`src/rtl/ppca_pkg.sv`:
```
// shared types and constants for the preview pixel converter
// no dependencies; used by the channel interfaces, the blend unit and the top level
package ppca_pkg;

  localparam int unsigned PIX_W      = 8;
  localparam int unsigned POS_W      = 12;
  localparam int unsigned IDX_W      = 12;
  localparam int unsigned CFG_IDX_W  = 2;
  localparam int unsigned CFG_DATA_W = 8;
  localparam int unsigned PROD_W     = 2 * PIX_W;
  localparam int unsigned SUM3_W     = PIX_W + 2;

  // reset levels of the checkerboard
  localparam logic [PIX_W-1:0] CHECKER_DARK_RST  = 8'hA0;
  localparam logic [PIX_W-1:0] CHECKER_LIGHT_RST = 8'hE0;
  localparam logic [PIX_W-1:0] ALPHA_MAX         = 8'hFF;

  // divide by three on sums up to 765: (s * 683) >> 11 is exact there
  localparam int unsigned      DIV3_SHIFT = 11;
  localparam logic [SUM3_W-1:0] DIV3_MUL  = 10'd683;

  // source pixel formats
  typedef enum logic [1:0] {
    FMT_RGB  = 2'd0,
    FMT_ARGB = 2'd1,
    FMT_GRAY = 2'd2
  } src_fmt_e;

  // output kinds
  typedef enum logic [1:0] {
    MODE_GRAY  = 2'd0,
    MODE_COLOR = 2'd1,
    MODE_DEEP  = 2'd2
  } out_mode_e;

  // configuration register indexes
  typedef enum logic [CFG_IDX_W-1:0] {
    REG_SOURCE_FORMAT = 2'd0,
    REG_OUTPUT_MODE   = 2'd1,
    REG_CHECKER_DARK  = 2'd2,
    REG_CHECKER_LIGHT = 2'd3
  } cfg_reg_e;

  // captured input pixel
  typedef struct packed {
    logic [PIX_W-1:0] alpha;
    logic [PIX_W-1:0] red;
    logic [PIX_W-1:0] green;
    logic [PIX_W-1:0] blue;
    logic [PIX_W-1:0] luma;
    logic             cell_odd;
  } pix_t;

  // intermediate values after the first compute stage
  typedef struct packed {
    logic [PIX_W-1:0] alpha;
    logic [PIX_W-1:0] level;
    logic [PIX_W-1:0] avg;
    logic [PIX_W-1:0] luma;
    logic [PIX_W-1:0] ch_red;
    logic [PIX_W-1:0] ch_green;
    logic [PIX_W-1:0] ch_blue;
  } mid_t;

  // result beat
  typedef struct packed {
    logic [PIX_W-1:0] gray_level;
    logic [IDX_W-1:0] color_index;
    logic [PIX_W-1:0] deep_red;
    logic [PIX_W-1:0] deep_green;
    logic [PIX_W-1:0] deep_blue;
  } res_t;

  // pipeline occupancy, handed to the checks
  typedef struct packed {
    logic in_full;
    logic mid_full;
    logic out_full;
  } pipe_stat_t;

endpackage

```
`src/rtl/ppca_blend.sv`:
```
// alpha blend product sum: (255 - a) * x + a * t, full 16-bit result
// depends on ppca_pkg for widths and the alpha full-scale constant
module ppca_blend import ppca_pkg::*; (
  input  logic [PIX_W-1:0]  x_i,
  input  logic [PIX_W-1:0]  alpha_i,
  input  logic [PIX_W-1:0]  level_i,
  output logic [PROD_W-1:0] sum_o
);

  logic [PIX_W-1:0]  inv_alpha;
  logic [PROD_W-1:0] prod_src;
  logic [PROD_W-1:0] prod_lvl;

  // two 8x8 products; the sum never exceeds 255 * 255
  assign inv_alpha = ALPHA_MAX - alpha_i;
  assign prod_src  = PROD_W'(inv_alpha) * PROD_W'(x_i);
  assign prod_lvl  = PROD_W'(alpha_i) * PROD_W'(level_i);
  assign sum_o     = prod_src + prod_lvl;

endmodule

```
`config.mk`:
```
export PLATFORM = sky130hd
export DESIGN_NAME = ppca_blend
export DESIGN_NICKNAME = d
export VERILOG_FILES = /design/src/rtl/ppca_pkg.sv /design/src/rtl/ppca_blend.sv
export SDC_FILE = /design/constraint.sdc
export NUM_CORES = 1
export LEC_CHECK = 0
export ABC_CLOCK_PERIOD_IN_PS = 13700
export BUFFER_PORTS_ARGS = -buffer_cell sky130_fd_sc_hd__buf_2
export CAP_MARGIN = 20
export CORE_ASPECT_RATIO = 1.25
export CORE_MARGIN = 2
export CORE_UTILIZATION = 64
export DETAILED_ROUTE_END_ITERATION = 10
export PLACE_DENSITY = 0.91
export SLEW_MARGIN = 20
export SYNTH_ARGS = -nofsm -noshare
export SYNTH_HDL_FRONTEND = slang
export SYNTH_SLANG_ARGS = --single-unit
```
`constraint.sdc`:
```
create_clock -name vclk -period 13.7
set_clock_uncertainty 0.05 [all_clocks]
set_input_delay 4.11 -clock vclk [all_inputs]
set_output_delay 4.11 -clock vclk [all_outputs]
set_load 0.005 [all_outputs]
```
After elaboration in Yosys (flattened, before gate mapping). Cells that the tools add are included.

Register bits: 0. Input port bits: 24. Output and inout port bits: 16. Logic and storage cells: 4.

Add/sub/neg operators: 2. Multiply operators: 2.

Operator list (number): multiplier 8 x 8 -> 16 bit (2); adder 16 bit (1); subtractor 8 bit, first input constant (1).

Depth between registers and ports, before layout.
Depth after elaboration: 3. Depth in mapped cells: 19.

Worst setup path before layout. Ideal clock, no wire load.

Path type: input to output. Start point: in alpha_i[7]. End point: out sum_o[15]. Arrival time: 8749 ps. Slack: 791 ps. Stages: 17. Buffers on the path: 1. Cell sequence: clkbuf_1 -> nand2b_1 -> fa_1 -> fa_1 -> inv_1 -> fa_1 -> fa_1 -> fa_1 -> inv_1 -> fa_1 -> inv_1 -> ha_1 -> a21oi_2 -> o21ai_2 -> or3_1 -> o221ai_2 -> xnor2_1.

Word-level cells in the longest chain between the ends: 3. Elaborated cells on any way between the ends: 4. Those cells by class: add/sub: 2; mul: 2.

RTL lines: start, declared (RTL line ppca_blend.sv:5) `input logic [PIX_W-1:0] alpha_i,`; subtractor 8 bit (RTL line ppca_blend.sv:15) `assign inv_alpha = ALPHA_MAX - alpha_i;`; multiplier 8 x 8 -> 16 bit (RTL line ppca_blend.sv:16) `assign prod_src = PROD_W'(inv_alpha) * PROD_W'(x_i);`; adder 16 bit (*) (RTL line ppca_blend.sv:18) `assign sum_o = prod_src + prod_lvl;`; end, declared (RTL line ppca_blend.sv:7) `output logic [PROD_W-1:0] sum_o`.

Mark *: on every way between the ends. The rest lies on a longest branch, timed or not.

Worst setup path after layout.
Start point: in alpha_i[3]. End point: out sum_o[15].

Same word-level chain as after synthesis.

==> flow_metrics.tcl <==
set metrics [dict create \
    grtUsageTotal 0.264 \
    cp-start-kind "input port" \
    ys_seq_area_frac 0 \
    seq_area_um2 0 \
    crit_chain "buf_2 -> nor2b_1 -> fa_1 -> inv_1 -> fa_1 -> inv_1 -> fa_1 -> fa_1 -> fa_1 -> inv_1 -> fa_1 -> inv_1 -> ha_1 -> a21oi_2 -> o21ai_2 -> or3_1 -> o221ai_2 -> xnor2_1 -> buf_2" \
    hp-class "input port to output pin" \
    n_clock_buffer 0 \
    post_layout_nonfiller_instances 615 \
    hold_viol_final 0 \
    antenna_left 0 \
    met1_usage 0.318 \
    critPathBufInv 6 \
    path_max_fanout 16 \
    dieHeight_um 97.2 \
    fillers 500 \
    synthDistinctLibCells 35 \
    port_buffers 40 \
    fin_crit_sh 0.972 \
    syn_inst 496 \
    finalCriticalPeriod_ns 13.32 \
    path_class "input port to output pin" \
    critPathMaxStageDelay_ns 0.56 \
    setup_viol 0 \
    cp_data_arrival_time_ns 9.16 \
    synth_top_area_cell "fa_1" \
    placed_area_um2 4720 \
    dieArea_um2 7630 \
    synth.area.top_cells "fa_1 (43%), ha_1 (17%), inv_1 (12%)" \
    worst_path_max_delay_cell "fa_1" \
    wl_mm 9.28 \
    finalMaxSlewViolations 0 \
    gp_congestion 0.850 \
    grt_pass1_vias 3698 \
    viasPerCell 5.40 \
    fin_util 0.710 \
    drive_gt1_frac 0.0985 \
    first_pass_iters 4 \
    crit_path_frequent_cell "fa_1" \
    maxCapViolCount 0 \
    fin_setup_tns_ns 0 \
    yosysMostFrequentCell "inv_1" \
    finalInstanceArea_um2 4720 \
    grt_use_met2 0.510 \
    critical_path.top_delay_family "adder cells" \
    status "finished clean" \
    grt-ovfl-total 0 \
    gr-usage-met3 0.0102 \
    syn_to_final_growth_pct 6.28 \
    synth_top_area_share 0.433 \
    num_vias 3319 \
    grt_max_degree 17 \
    antenna_found_initial 0 \
    yosys_warnings 0 \
    nets 712 \
    io_pins 40 \
    required_ns 9.54 \
    grt_pass1_wl_mm 16.2 \
    syn_area_per_cell_um2 8.96 \
    core_area_um2 6650 \
    place_inst 615 \
    seq_cell_count 0 \
    busiest_layer "met2" \
    drc 0 \
    netlist_top_cells_count "inv_1 (139), fa_1 (96), ha_1 (62)" \
    cts.repair.resized 0 \
    hpwlAfterDp_mm 8.04 \
    cts_setup_buffers 0 \
    synth_nets 678 \
    die_x_um 78.5 \
    fmax_mhz 75.1 \
    grt_setup_unrepaired "no" \
    syn-cell-area_um2 4440 \
    core.rowCount 33 \
    end_kind "output pin" \
    hold_buffers 0 \
    drt_iter0_drc 127 \
    detail_route.wl_per_cell_um 15.1 \
    start_util 0.668 \
    antenna_cells 0 \
]
-- metal layers --
metal	share of wire	up-vias	wire length, um
met4	0.029	0	265
li1	-	1520	-
met2	0.57	99	5270
met1	0.36	1676	3370
met3	0.040	24	367
met5	0	-	0
-- cells in the final DEF, fill, tap and decap left out, types with 2 or more instances in the layout --
cell | Yosys | routed
nand3_1 | 3 | 3
nand2b_1 | 24 | 24
a21oi_1 | 11 | 11
nor3_1 | 2 | 2
nor2b_1 | 39 | 39
and2_1 | 45 | 45
nand2_1 | 23 | 23
fa_1 | 96 | 96
inv_1 | 139 | 139
buf_2 | 0 | 40
nor2_1 | 6 | 6
ha_1 | 62 | 62
nand4_1 | 2 | 2
xor2_1 | 4 | 4
o211ai_1 | 2 | 2
xnor2_1 | 10 | 10
a21oi_2 | 2 | 2
-- worst paths after layout --
check | from | end | slack, ns | cells past startpoint
max | alpha_i[3] | sum_o[15] | 0.38 | 19
min | x_i[0] | sum_o[0] | 8.63 | 3
-- layout make-up --
cell class	count	area (um2)	area share
multi-input cells	349	3890	0.824
inverters	139	522	0.110
well taps	87	109	0.0231
repair buffers	40	200	0.0424
-- logic make-up (layout without fill, tap and decap cells) --
logic type	after synthesis	after routing	synth area share
AO/OA/AOI/OAI	24	24	0.0411
XOR/XNOR	14	14	0.0276
adder cells (fa/ha/maj)	158	158	0.607
buffers and inverters	147	179	0.124
multiplexers	1	1	0.00253
other	1	1	0.000844
AND/OR/NAND/NOR	151	151	0.197
-- through the flow --
step           worst slack [ns]  hold slack (ns)
2_1_floorplan             0.791             8.30
3_3_place_gp              0.511             8.59
3_5_place_dp              0.422             8.61
4_1_cts                   0.402             8.61
5_1_grt                   0.154             8.65
6_report                  0.378             8.63
Power is left out: the tool's default activity adds up to more than one toggle a clock period on the data nets, which glitch-free logic cannot reach.
